File: src/hw/rtl/smd_pkg.sv
// Shared types and constants for the sorted merge with duplicate removal.
package smd_pkg;

  // Fixed field widths of the item and result channels.
  localparam int OP_W  = 2;
  localparam int KEY_W = 32;
  localparam int TAG_W = 16;

  // Defaults and upper bound of the list depth.
  localparam int LIST_DEPTH_DEF = 32;
  localparam int TAG_WIDTH_DEF  = 16;
  localparam int LIST_DEPTH_MAX = 32;

  // Count field width in a queued command; holds counts up to LIST_DEPTH_MAX.
  localparam int CNT_FIELD_W = $clog2(LIST_DEPTH_MAX + 1);

  // Number of commands the front can run ahead of the back.
  localparam int QUEUE_DEPTH = 4;

  // Item operation codes.
  localparam logic [OP_W-1:0] OP_LOAD_A = 2'd0;
  localparam logic [OP_W-1:0] OP_LOAD_B = 2'd1;
  localparam logic [OP_W-1:0] OP_RUN    = 2'd2;

  // Command kinds passed from the front to the back.
  typedef enum logic [1:0] {
    CMD_WR_A = 2'd0,
    CMD_WR_B = 2'd1,
    CMD_RUN  = 2'd2
  } cmd_kind_t;

  // One queued command. For writes, cnt_a holds the target address.
  typedef struct packed {
    cmd_kind_t                kind;
    logic [CNT_FIELD_W-1:0]   cnt_a;
    logic [CNT_FIELD_W-1:0]   cnt_b;
    logic                     ovf;
    logic signed [KEY_W-1:0]  key;
    logic [TAG_W-1:0]         tag;
  } cmd_t;

endpackage

File: src/hw/rtl/smd_stream_if.sv
// Valid/ready channel interfaces for items and results.
interface smd_in_if;
  import smd_pkg::*;

  logic                    valid;
  logic                    ready;
  logic [OP_W-1:0]         op;
  logic signed [KEY_W-1:0] key;
  logic [TAG_W-1:0]        tag;

  modport source (output valid, output op, output key, output tag, input ready);
  modport sink (input valid, input op, input key, input tag, output ready);
endinterface

interface smd_out_if;
  import smd_pkg::*;

  logic                    valid;
  logic                    ready;
  logic signed [KEY_W-1:0] out_key;
  logic [TAG_W-1:0]        out_tag;
  logic                    from_second;
  logic                    is_empty;
  logic                    dropped_any;
  logic                    last;

  modport source (output valid, output out_key, output out_tag, output from_second,
                  output is_empty, output dropped_any, output last, input ready);
  modport sink (input valid, input out_key, input out_tag, input from_second,
                input is_empty, input dropped_any, input last, output ready);
endinterface

File: src/hw/rtl/smd_cmd_fifo.sv
// Short command queue between the front and the back.
module smd_cmd_fifo (
  input  logic          clk,
  input  logic          rst,
  input  logic          push_valid,
  output logic          push_ready,
  input  smd_pkg::cmd_t push_cmd,
  output logic          pop_valid,
  input  logic          pop_ready,
  output smd_pkg::cmd_t pop_cmd
);
  import smd_pkg::*;

  localparam int PW = (QUEUE_DEPTH > 1) ? $clog2(QUEUE_DEPTH) : 1;
  localparam int NW = $clog2(QUEUE_DEPTH + 1);

  cmd_t          slots [QUEUE_DEPTH];
  logic [PW-1:0] wr_ptr;
  logic [PW-1:0] rd_ptr;
  logic [NW-1:0] fill;
  logic          do_push;
  logic          do_pop;

  // Handshake on both sides.
  assign push_ready = (fill != NW'(QUEUE_DEPTH));
  assign pop_valid  = (fill != '0);
  assign do_push    = push_valid && push_ready;
  assign do_pop     = pop_valid && pop_ready;
  assign pop_cmd    = slots[rd_ptr];

  // Pointer advance with wrap at the queue depth.
  function automatic logic [PW-1:0] bump(input logic [PW-1:0] p);
    if (p == PW'(QUEUE_DEPTH - 1)) begin
      return '0;
    end
    return p + PW'(1);
  endfunction

  // Pointers and fill level.
  always_ff @(posedge clk) begin
    if (rst) begin
      wr_ptr <= '0;
      rd_ptr <= '0;
      fill   <= '0;
    end else begin
      if (do_push) begin
        wr_ptr <= bump(wr_ptr);
      end
      if (do_pop) begin
        rd_ptr <= bump(rd_ptr);
      end
      if (do_push && !do_pop) begin
        fill <= fill + NW'(1);
      end else if (do_pop && !do_push) begin
        fill <= fill - NW'(1);
      end
    end
  end

  // Storage.
  always_ff @(posedge clk) begin
    if (do_push) begin
      slots[wr_ptr] <= push_cmd;
    end
  end

endmodule

File: src/hw/rtl/smd_front.sv
// Front part: accepts items, tracks list fill and overflow, queues commands.
module smd_front #(
  parameter int LIST_DEPTH = smd_pkg::LIST_DEPTH_DEF
) (
  input  logic          clk,
  input  logic          rst,
  smd_in_if.sink        items,
  output logic          push_valid,
  input  logic          push_ready,
  output smd_pkg::cmd_t push_cmd
);
  import smd_pkg::*;

  localparam int CW = $clog2(LIST_DEPTH + 1);

  logic [CW-1:0] cnt_a;
  logic [CW-1:0] cnt_b;
  logic          ovf;
  logic          accept;
  logic          room_a;
  logic          room_b;

  // Ready follows the queue; dropped loads and unused op codes take no queue slot.
  assign items.ready = push_ready;
  assign accept      = items.valid && items.ready;
  assign room_a      = (cnt_a < CW'(LIST_DEPTH));
  assign room_b      = (cnt_b < CW'(LIST_DEPTH));

  // Classify the item and build the command.
  always_comb begin
    push_valid     = 1'b0;
    push_cmd.kind  = CMD_RUN;
    push_cmd.cnt_a = CNT_FIELD_W'(cnt_a);
    push_cmd.cnt_b = CNT_FIELD_W'(cnt_b);
    push_cmd.ovf   = ovf;
    push_cmd.key   = items.key;
    push_cmd.tag   = items.tag;
    unique case (items.op)
      OP_LOAD_A: begin
        push_cmd.kind = CMD_WR_A;
        push_valid    = accept && room_a;
      end
      OP_LOAD_B: begin
        push_cmd.kind  = CMD_WR_B;
        push_cmd.cnt_a = CNT_FIELD_W'(cnt_b);
        push_valid     = accept && room_b;
      end
      OP_RUN: begin
        push_cmd.kind = CMD_RUN;
        push_valid    = accept;
      end
      default: begin
        push_valid = 1'b0;
      end
    endcase
  end

  // List counts and overflow flag; a run clears them all.
  always_ff @(posedge clk) begin
    if (rst) begin
      cnt_a <= '0;
      cnt_b <= '0;
      ovf   <= 1'b0;
    end else if (accept) begin
      unique case (items.op)
        OP_LOAD_A: begin
          if (room_a) begin
            cnt_a <= cnt_a + CW'(1);
          end else begin
            ovf <= 1'b1;
          end
        end
        OP_LOAD_B: begin
          if (room_b) begin
            cnt_b <= cnt_b + CW'(1);
          end else begin
            ovf <= 1'b1;
          end
        end
        OP_RUN: begin
          cnt_a <= '0;
          cnt_b <= '0;
          ovf   <= 1'b0;
        end
        default: begin
          ovf <= ovf;
        end
      endcase
    end
  end

endmodule

File: src/hw/rtl/smd_back.sv
// Back part: holds both lists and walks them to emit the merged results.
module smd_back #(
  parameter int LIST_DEPTH = smd_pkg::LIST_DEPTH_DEF,
  parameter int TAG_WIDTH  = smd_pkg::TAG_WIDTH_DEF
) (
  input  logic          clk,
  input  logic          rst,
  input  logic          cmd_valid,
  output logic          cmd_ready,
  input  smd_pkg::cmd_t cmd,
  smd_out_if.source     results
);
  import smd_pkg::*;

  localparam int CW  = $clog2(LIST_DEPTH + 1);
  localparam int AW  = (LIST_DEPTH > 1) ? $clog2(LIST_DEPTH) : 1;
  localparam int TSW = (TAG_WIDTH < TAG_W) ? TAG_WIDTH : TAG_W;

  localparam logic ST_IDLE = 1'b0;
  localparam logic ST_RUN  = 1'b1;

  logic                    state;
  logic [CW-1:0]           ca;
  logic [CW-1:0]           cb;
  logic [CW-1:0]           i;
  logic [CW-1:0]           j;
  logic                    ovf;

  logic signed [KEY_W-1:0] a_keys [LIST_DEPTH];
  logic [TSW-1:0]          a_tags [LIST_DEPTH];
  logic signed [KEY_W-1:0] b_keys [LIST_DEPTH];
  logic [TSW-1:0]          b_tags [LIST_DEPTH];
  logic signed [KEY_W-1:0] head_a_key;
  logic [TSW-1:0]          head_a_tag;
  logic signed [KEY_W-1:0] head_b_key;
  logic [TSW-1:0]          head_b_tag;
  logic [AW-1:0]           rd_a_addr;
  logic [AW-1:0]           rd_b_addr;
  logic [AW-1:0]           wr_addr;

  logic                    pop;
  logic                    a_ok;
  logic                    b_ok;
  logic                    adv_i;
  logic                    adv_j;
  logic                    sel_b;
  logic                    empty;
  logic [CW-1:0]           i_next;
  logic [CW-1:0]           j_next;
  logic                    is_last;
  logic                    fire;
  logic [TAG_W-1:0]        tag_wide;

  logic                    out_valid;
  logic signed [KEY_W-1:0] out_key;
  logic [TAG_W-1:0]        out_tag;
  logic                    out_from_b;
  logic                    out_empty;
  logic                    out_dropped;
  logic                    out_last;

  // Commands are taken only between runs.
  assign cmd_ready = (state == ST_IDLE);
  assign pop       = cmd_valid && cmd_ready;
  assign wr_addr   = cmd.cnt_a[AW-1:0];

  // Merge step: pick the smaller head, drop B's head on equal keys.
  always_comb begin
    a_ok  = (i < ca);
    b_ok  = (j < cb);
    adv_i = 1'b0;
    adv_j = 1'b0;
    sel_b = 1'b0;
    if (a_ok && b_ok) begin
      if (head_b_key < head_a_key) begin
        sel_b = 1'b1;
        adv_j = 1'b1;
      end else begin
        adv_i = 1'b1;
        adv_j = !(head_a_key < head_b_key);
      end
    end else if (a_ok) begin
      adv_i = 1'b1;
    end else if (b_ok) begin
      sel_b = 1'b1;
      adv_j = 1'b1;
    end
    empty   = !a_ok && !b_ok;
    i_next  = i + CW'(adv_i);
    j_next  = j + CW'(adv_j);
    is_last = (i_next == ca) && (j_next == cb);
  end

  // A result moves into the output register when it is free or being drained.
  assign fire = (state == ST_RUN) && (!out_valid || results.ready);

  // Read addresses look one step ahead so the heads are ready each cycle.
  always_comb begin
    rd_a_addr = '0;
    rd_b_addr = '0;
    if (state == ST_RUN) begin
      rd_a_addr = fire ? i_next[AW-1:0] : i[AW-1:0];
      rd_b_addr = fire ? j_next[AW-1:0] : j[AW-1:0];
    end
  end

  // List memories with registered reads.
  always_ff @(posedge clk) begin
    if (pop && (cmd.kind == CMD_WR_A)) begin
      a_keys[wr_addr] <= cmd.key;
      a_tags[wr_addr] <= cmd.tag[TSW-1:0];
    end
    if (pop && (cmd.kind == CMD_WR_B)) begin
      b_keys[wr_addr] <= cmd.key;
      b_tags[wr_addr] <= cmd.tag[TSW-1:0];
    end
    head_a_key <= a_keys[rd_a_addr];
    head_a_tag <= a_tags[rd_a_addr];
    head_b_key <= b_keys[rd_b_addr];
    head_b_tag <= b_tags[rd_b_addr];
  end

  // Run sequencer.
  always_ff @(posedge clk) begin
    if (rst) begin
      state <= ST_IDLE;
    end else begin
      unique case (state)
        ST_IDLE: begin
          if (pop && (cmd.kind == CMD_RUN)) begin
            state <= ST_RUN;
          end
        end
        ST_RUN: begin
          if (fire && is_last) begin
            state <= ST_IDLE;
          end
        end
        default: begin
          state <= ST_IDLE;
        end
      endcase
    end
  end

  // Run indexes and the counts captured at the start of a run.
  always_ff @(posedge clk) begin
    if (pop && (cmd.kind == CMD_RUN)) begin
      ca  <= CW'(cmd.cnt_a);
      cb  <= CW'(cmd.cnt_b);
      ovf <= cmd.ovf;
      i   <= '0;
      j   <= '0;
    end else if (fire) begin
      i <= i_next;
      j <= j_next;
    end
  end

  // Selected tag, zero extended to the result field.
  always_comb begin
    tag_wide = '0;
    tag_wide[TSW-1:0] = sel_b ? head_b_tag : head_a_tag;
    if (empty) begin
      tag_wide = '0;
    end
  end

  // Output register.
  always_ff @(posedge clk) begin
    if (rst) begin
      out_valid <= 1'b0;
    end else if (fire) begin
      out_valid <= 1'b1;
    end else if (results.ready) begin
      out_valid <= 1'b0;
    end
  end

  always_ff @(posedge clk) begin
    if (fire) begin
      out_key     <= empty ? '0 : (sel_b ? head_b_key : head_a_key);
      out_tag     <= tag_wide;
      out_from_b  <= sel_b;
      out_empty   <= empty;
      out_dropped <= ovf;
      out_last    <= is_last;
    end
  end

  assign results.valid       = out_valid;
  assign results.out_key     = out_key;
  assign results.out_tag     = out_tag;
  assign results.from_second = out_from_b;
  assign results.is_empty    = out_empty;
  assign results.dropped_any = out_dropped;
  assign results.last        = out_last;

endmodule

File: src/hw/rtl/sorted_merge_dedup.sv
// Top level of the two-way sorted merge with duplicate removal.
// Items are taken at one per cycle whenever the four-entry command queue has room: a load
// into list A or B or a run occupies one queue slot (a dropped load or an unused op code
// takes none), and the back part writes each load into its list as it pops it. The back
// part takes no command while a run is walking, so queued commands wait for the run to end
// and the input stalls once four are queued. A run then emits one result per cycle while
// results are taken, max(1, merged entry count) results in all. With nothing queued ahead
// of it, the run passes through a queue slot, is taken by the back part once it is idle
// as the list heads are fetched into their read registers, and the first result is then
// registered; the single read port of each list memory sets this one-entry-per-cycle walk.
// Loads into a full list are dropped and reported through dropped_any on every result of the
// next run, and a run with both lists empty gives a single result marked is_empty and last.
module sorted_merge_dedup #(
  parameter int LIST_DEPTH = smd_pkg::LIST_DEPTH_DEF,
  parameter int TAG_WIDTH  = smd_pkg::TAG_WIDTH_DEF
) (
  input  logic      clk,
  input  logic      rst,
  smd_in_if.sink    items,
  smd_out_if.source results
);
  import smd_pkg::*;

  logic push_valid;
  logic push_ready;
  cmd_t push_cmd;
  logic pop_valid;
  logic pop_ready;
  cmd_t pop_cmd;

  // Classify items and track list fill.
  smd_front #(
    .LIST_DEPTH(LIST_DEPTH)
  ) u_front (
    .clk       (clk),
    .rst       (rst),
    .items     (items),
    .push_valid(push_valid),
    .push_ready(push_ready),
    .push_cmd  (push_cmd)
  );

  // Decoupling queue.
  smd_cmd_fifo u_queue (
    .clk       (clk),
    .rst       (rst),
    .push_valid(push_valid),
    .push_ready(push_ready),
    .push_cmd  (push_cmd),
    .pop_valid (pop_valid),
    .pop_ready (pop_ready),
    .pop_cmd   (pop_cmd)
  );

  // List storage and merge walk.
  smd_back #(
    .LIST_DEPTH(LIST_DEPTH),
    .TAG_WIDTH (TAG_WIDTH)
  ) u_back (
    .clk      (clk),
    .rst      (rst),
    .cmd_valid(pop_valid),
    .cmd_ready(pop_ready),
    .cmd      (pop_cmd),
    .results  (results)
  );

endmodule

File: src/flat_wrapper.sv
// flat-port wrapper written by rule: the top's interface ports become plain ports
module sorted_merge_dedup_flat import smd_pkg::*;
#(
  parameter int LIST_DEPTH = smd_pkg::LIST_DEPTH_DEF,
  parameter int TAG_WIDTH  = smd_pkg::TAG_WIDTH_DEF
)
  (clk, rst, items_valid, items_op, items_key, items_tag, items_ready, results_valid, results_out_key, results_out_tag, results_from_second, results_is_empty, results_dropped_any, results_last, results_ready);
  smd_in_if items_i ();
  smd_out_if results_i ();
  input  logic clk;
  input  logic rst;
  input wire logic [$bits(items_i.valid)-1:0] items_valid;
  input wire logic [$bits(items_i.op)-1:0] items_op;
  input wire logic [$bits(items_i.key)-1:0] items_key;
  input wire logic [$bits(items_i.tag)-1:0] items_tag;
  output wire logic [$bits(items_i.ready)-1:0] items_ready;
  output wire logic [$bits(results_i.valid)-1:0] results_valid;
  output wire logic [$bits(results_i.out_key)-1:0] results_out_key;
  output wire logic [$bits(results_i.out_tag)-1:0] results_out_tag;
  output wire logic [$bits(results_i.from_second)-1:0] results_from_second;
  output wire logic [$bits(results_i.is_empty)-1:0] results_is_empty;
  output wire logic [$bits(results_i.dropped_any)-1:0] results_dropped_any;
  output wire logic [$bits(results_i.last)-1:0] results_last;
  input wire logic [$bits(results_i.ready)-1:0] results_ready;
  assign items_i.valid = items_valid;
  assign items_i.op = items_op;
  assign items_i.key = items_key;
  assign items_i.tag = items_tag;
  assign items_ready = items_i.ready;
  assign results_valid = results_i.valid;
  assign results_out_key = results_i.out_key;
  assign results_out_tag = results_i.out_tag;
  assign results_from_second = results_i.from_second;
  assign results_is_empty = results_i.is_empty;
  assign results_dropped_any = results_i.dropped_any;
  assign results_last = results_i.last;
  assign results_i.ready = results_ready;
  sorted_merge_dedup #(.LIST_DEPTH(LIST_DEPTH), .TAG_WIDTH(TAG_WIDTH)) u_core (.clk(clk), .rst(rst), .items(items_i), .results(results_i));
endmodule
File: config.mk
export PLATFORM = sky130hd
export DESIGN_NAME = sorted_merge_dedup_flat
export DESIGN_NICKNAME = d
export VERILOG_FILES = /design/src/hw/rtl/smd_pkg.sv /design/src/hw/rtl/smd_stream_if.sv /design/src/hw/rtl/smd_cmd_fifo.sv /design/src/hw/rtl/smd_front.sv /design/src/hw/rtl/smd_back.sv /design/src/hw/rtl/sorted_merge_dedup.sv /design/src/flat_wrapper.sv
export SDC_FILE = /design/constraint.sdc
export NUM_CORES = 2
export LEC_CHECK = 0
export BUFFER_PORTS_ARGS = -buffer_cell sky130_fd_sc_hd__clkbuf_2
export CAP_MARGIN = 20
export CORE_MARGIN = 8
export CORE_UTILIZATION = 35
export DETAILED_ROUTE_END_ITERATION = 16
export HOLD_SLACK_MARGIN = 0.08
export PLACE_DENSITY = 0.52
export SLEW_MARGIN = 0
export SYNTH_ARGS = -nofsm -noshare
export SYNTH_HDL_FRONTEND = slang
export SYNTH_SLANG_ARGS = --single-unit
File: constraint.sdc
create_clock -name clk -period 5.3 [get_ports clk]
set_clock_uncertainty 0.15 [all_clocks]
set_input_delay 0.795 -clock clk [delete_from_list [all_inputs] [get_ports clk]]
set_output_delay 0.795 -clock clk [all_outputs]
set_load 0.01 [all_outputs]
==> results.toml <==
[finish]
utilization_pct = 42.08
drive_above_1_share_pct = 28.42
finish.net_count = 7655
fillers = 33860
area_growth_pct = 19.80
design_area_sq_mm = 0.1636

[global_routing]
grt_pass1_vias = 71850
overflow = 0
grt_pass1_wl_um = 562300
grt.total_usage_pct = 19.13
antenna_found_initial = 18
grt_start_max_net_pins = 102

[timing]
setup_viol = 0
relSlewSlack_pct = 24.64
whs_ps = 192.3
min_period_ps = 5279
hold_violations = 0
setup_tns_ps = 0
period_share_pct = 99.61
rsz0062_at_grt = "yes"
fmax_ghz = 0.1894
tightest_slew_ps = 1128
drv_slew = 0

[logic_synthesis]
muxShareOfSynthArea_pct = 13.43
netlist_area_sq_mm = 0.1366
synth_nets = 6839
synth_cell_types = 62
synth_xor_area_share_pct = 0.2693
ys_ff_latch = 3521
synth-simple-area-share_pct = 4.418
synthCells = 6730
synth_compound_area_share_pct = 3.240
synth_seq_area_share_pct = 76.45
synth_edf_count = 3389
synth_top_family_by_area = "multiplexers"
synthAdderAreaFrac_pct = 0.5093
yosys_warnings = 0
ys_async_sr_fraction_pct = 0
syn_avg_cell_area_sq_um = 20.29
synth_top_flop_cell = "edfxtp_1"

[pwr]
powerDensity_mw_per_mm2 = 516.5
leakage_nw = 52.74
finalPower_mw = 84.50
max-vdd-ir-drop_mv = 0.4474

[setup_path]
crit_path_end_kind = "flip-flop"
crit_chain = "inv_1, ha_1, nand4_1, buf_4, inv_1, a221oi_4, nor3b_1, a211o_1, xor2_1, a21oi_2, ha_2, mux2_8, buf_4, buf_12, buf_12, mux2i_1, mux4_2, nor2b_1, nor4_2"
max_stage_delay_ps = 500
required_ps = 5940
cp_max_fo = 37
cp_slowest_cell = "dfxtp_1"
path_class = "flip-flop to flip-flop"
start_kind = "flip-flop"
cp.arrival_ps = 5920

[cts]
cts_buffers = 372
clockBufferDepth = 4
cts_tree = "yes"
clkTransAtPathRegs_ps = 60
cts_max_level = 5
numClockSinks = 3521
root_buffer = "clkbuf_16"
clock_latency_ps = 940

[route]
drt_iter0_markers = 7638
first_pass_iters = 5
drcViolationCount = 0
via_per_inst = 5.400
antenna_left = 0
routed_wirelength_um = 402900
routedWlPerCell_um = 30.81
vias = 70620

[outcome]
outcome = "finished clean"

[placed_design]
numPortBuffers = 107
hpwl_um = 234500
place_area_sq_mm = 0.1496
place.gp.congestion = 0.7912

[floorplanning]
dieArea_sq_mm = 0.4105
row_count = 229
die_w_um = 640.7
start_util_pct = 35.13
die_h_um = 640.7
boundaryPins = 108
core-area_sq_mm = 0.3888

[hold_path]
hp-class = "input pin to flip-flop"

[flow_run]
max-cap-violations = 0
[worst paths after layout]
| path | endpoint | startpoint | cells past startpoint | slack [ps] |
|---|---|---|---|---|
| worst min-delay path | u_core.u_front.cnt_a[0] | items_op[0] | 4 | 190 |
| worst min register to register | u_core.u_queue.fill[2] | u_core.u_queue.fill[2] | 2 | 360 |
| worst max register to register | u_core.u_back.head_b_key[22] | u_core.u_back.head_b_key[9] | 19 | 20 |
| worst max-delay path | u_core.u_back.head_b_key[22] | u_core.u_back.head_b_key[9] | 19 | 20 |
[power by group]
part / leakage [nW] / switching, mW / internal (mW)
clock network: 6.22 / 11.0 / 16.0
registers: 31.6 / 0.729 / 35.5
logic: 14.9 / 12.9 / 8.43
[registers in the layout, indices dropped and copies added, names as in the netlist, 6 cells and up, named ones only]
name,flops
u_core.u_back.a_tags,512
u_core.u_back.b_keys,1024
u_core.u_back.results.out_tag,16
u_core.u_back.i,6
u_core.u_back.head_b_tag,16
u_core.u_front.cnt_a,6
u_core.u_back.head_a_tag,16
u_core.u_back.j,6
u_core.u_back.results.out_key,32
u_core.u_back.ca,6
u_core.u_front.cnt_b,6
u_core.u_back.b_tags,512
u_core.u_back.head_b_key,32
u_core.u_back.cb,6
u_core.u_back.a_keys,1024
u_core.u_queue.slots,252
u_core.u_back.head_a_key,32
[layer usage]
layer / vias to the layer above / share of wire, % / global-route usage, %
met5: - / 0 / 0
met4: 0 / 2.6 / 4.860
met3: 514 / 6.4 / 2.697
met2: 2563 / 48 / 31.60
met1: 38170 / 43 / 26.75
li1: 29370 / - / -
[what timing repair did]
| action | 4_1_cts | 5_1_grt |
|---|---|---|
| gates resized for setup | 21 | 21 |
| buffers inserted | 12 | 10 |
| pin swaps | 3 | 9 |
| hold buffers | 50 | 0 |
| hold endpoints to repair | 197 | 0 |
| endpoints found under the setup margin | 98 | 67 |
| gates cloned | 2 | 2 |
[stage by stage]
stage / std cells / setup WS (ps)
after floorplan: 6730 / 701.6
after global placement: 12280 / -1935
after detailed placement: 12280 / -647.7
after CTS: 13050 / 25.21
after global routing: 13070 / -41.63
final: 13080 / 20.88
[synth_stat cells (48+ instances only)]
master	n	share of area, %
nor4_2	96	0.88
mux2i_1	389	2.9
inv_1	50	0.14
mux4_2	639	11
edfxtp_1	3389	75
clkbuf_1	184	0.51
nor2_1	115	0.32
o22ai_1	578	2.6
nor2b_1	200	0.92
dfxtp_1	132	1.9
buf_2	131	0.48
nand2b_1	394	1.8
nand2_1	67	0.18
ha_1	54	0.49
a22o_1	48	0.31
[placed cells by master (no fill, tap or decap), types with 51 or more instances in the layout]
cell and n:
buf_12 210, buf_4 464, clkbuf_1 77, clkbuf_16 382
clkbuf_2 107, clkinv_2 61, dfxtp_1 113, edfxtp_1 3389
ha_1 52, mux2i_1 389, mux4_2 638, nand2_1 56
nand2b_1 390, nor2_1 51, nor2_4 64, nor2b_1 199
nor4_2 94, o22ai_1 578
[layout make-up]
| cell class | count | area (sq um) | area share [%] |
|---|---|---|---|
| repair buffers | 842 | 8982 | 5.490 |
| diodes | 9 | 22.52 | 0.01376 |
| inverters | 52 | 200.2 | 0.1224 |
| clock inverters | 195 | 2337 | 1.428 |
| multi-input cells | 2757 | 30670 | 18.75 |
| flip-flops and latches | 3521 | 104400 | 63.83 |
| clock buffers | 505 | 10460 | 6.392 |
| well taps | 5197 | 6502 | 3.974 |
[worst max-delay path: cells and delay by family, from the launching register on]
kind                       cells  cell delay (ps)
AOI/OAI and AO/OA              3             1000
muxes                          3              960
buffers and inverters          6              870
and+or+nand+nor                4              800
adders and majority gates      2              640
DFF                            1              500
xor gates and xnor gates       1              170
[logic make-up after synthesis]
group	count (synthesis)
AND/OR/NAND/NOR	942
multiplexers	1032
buffers and inverters	452
adder cells (fa/ha/maj)	55
XOR/XNOR	42
AO/OA/AOI/OAI	686
flip-flops	3521
Note: power is estimated with default switching activity, not from simulation.
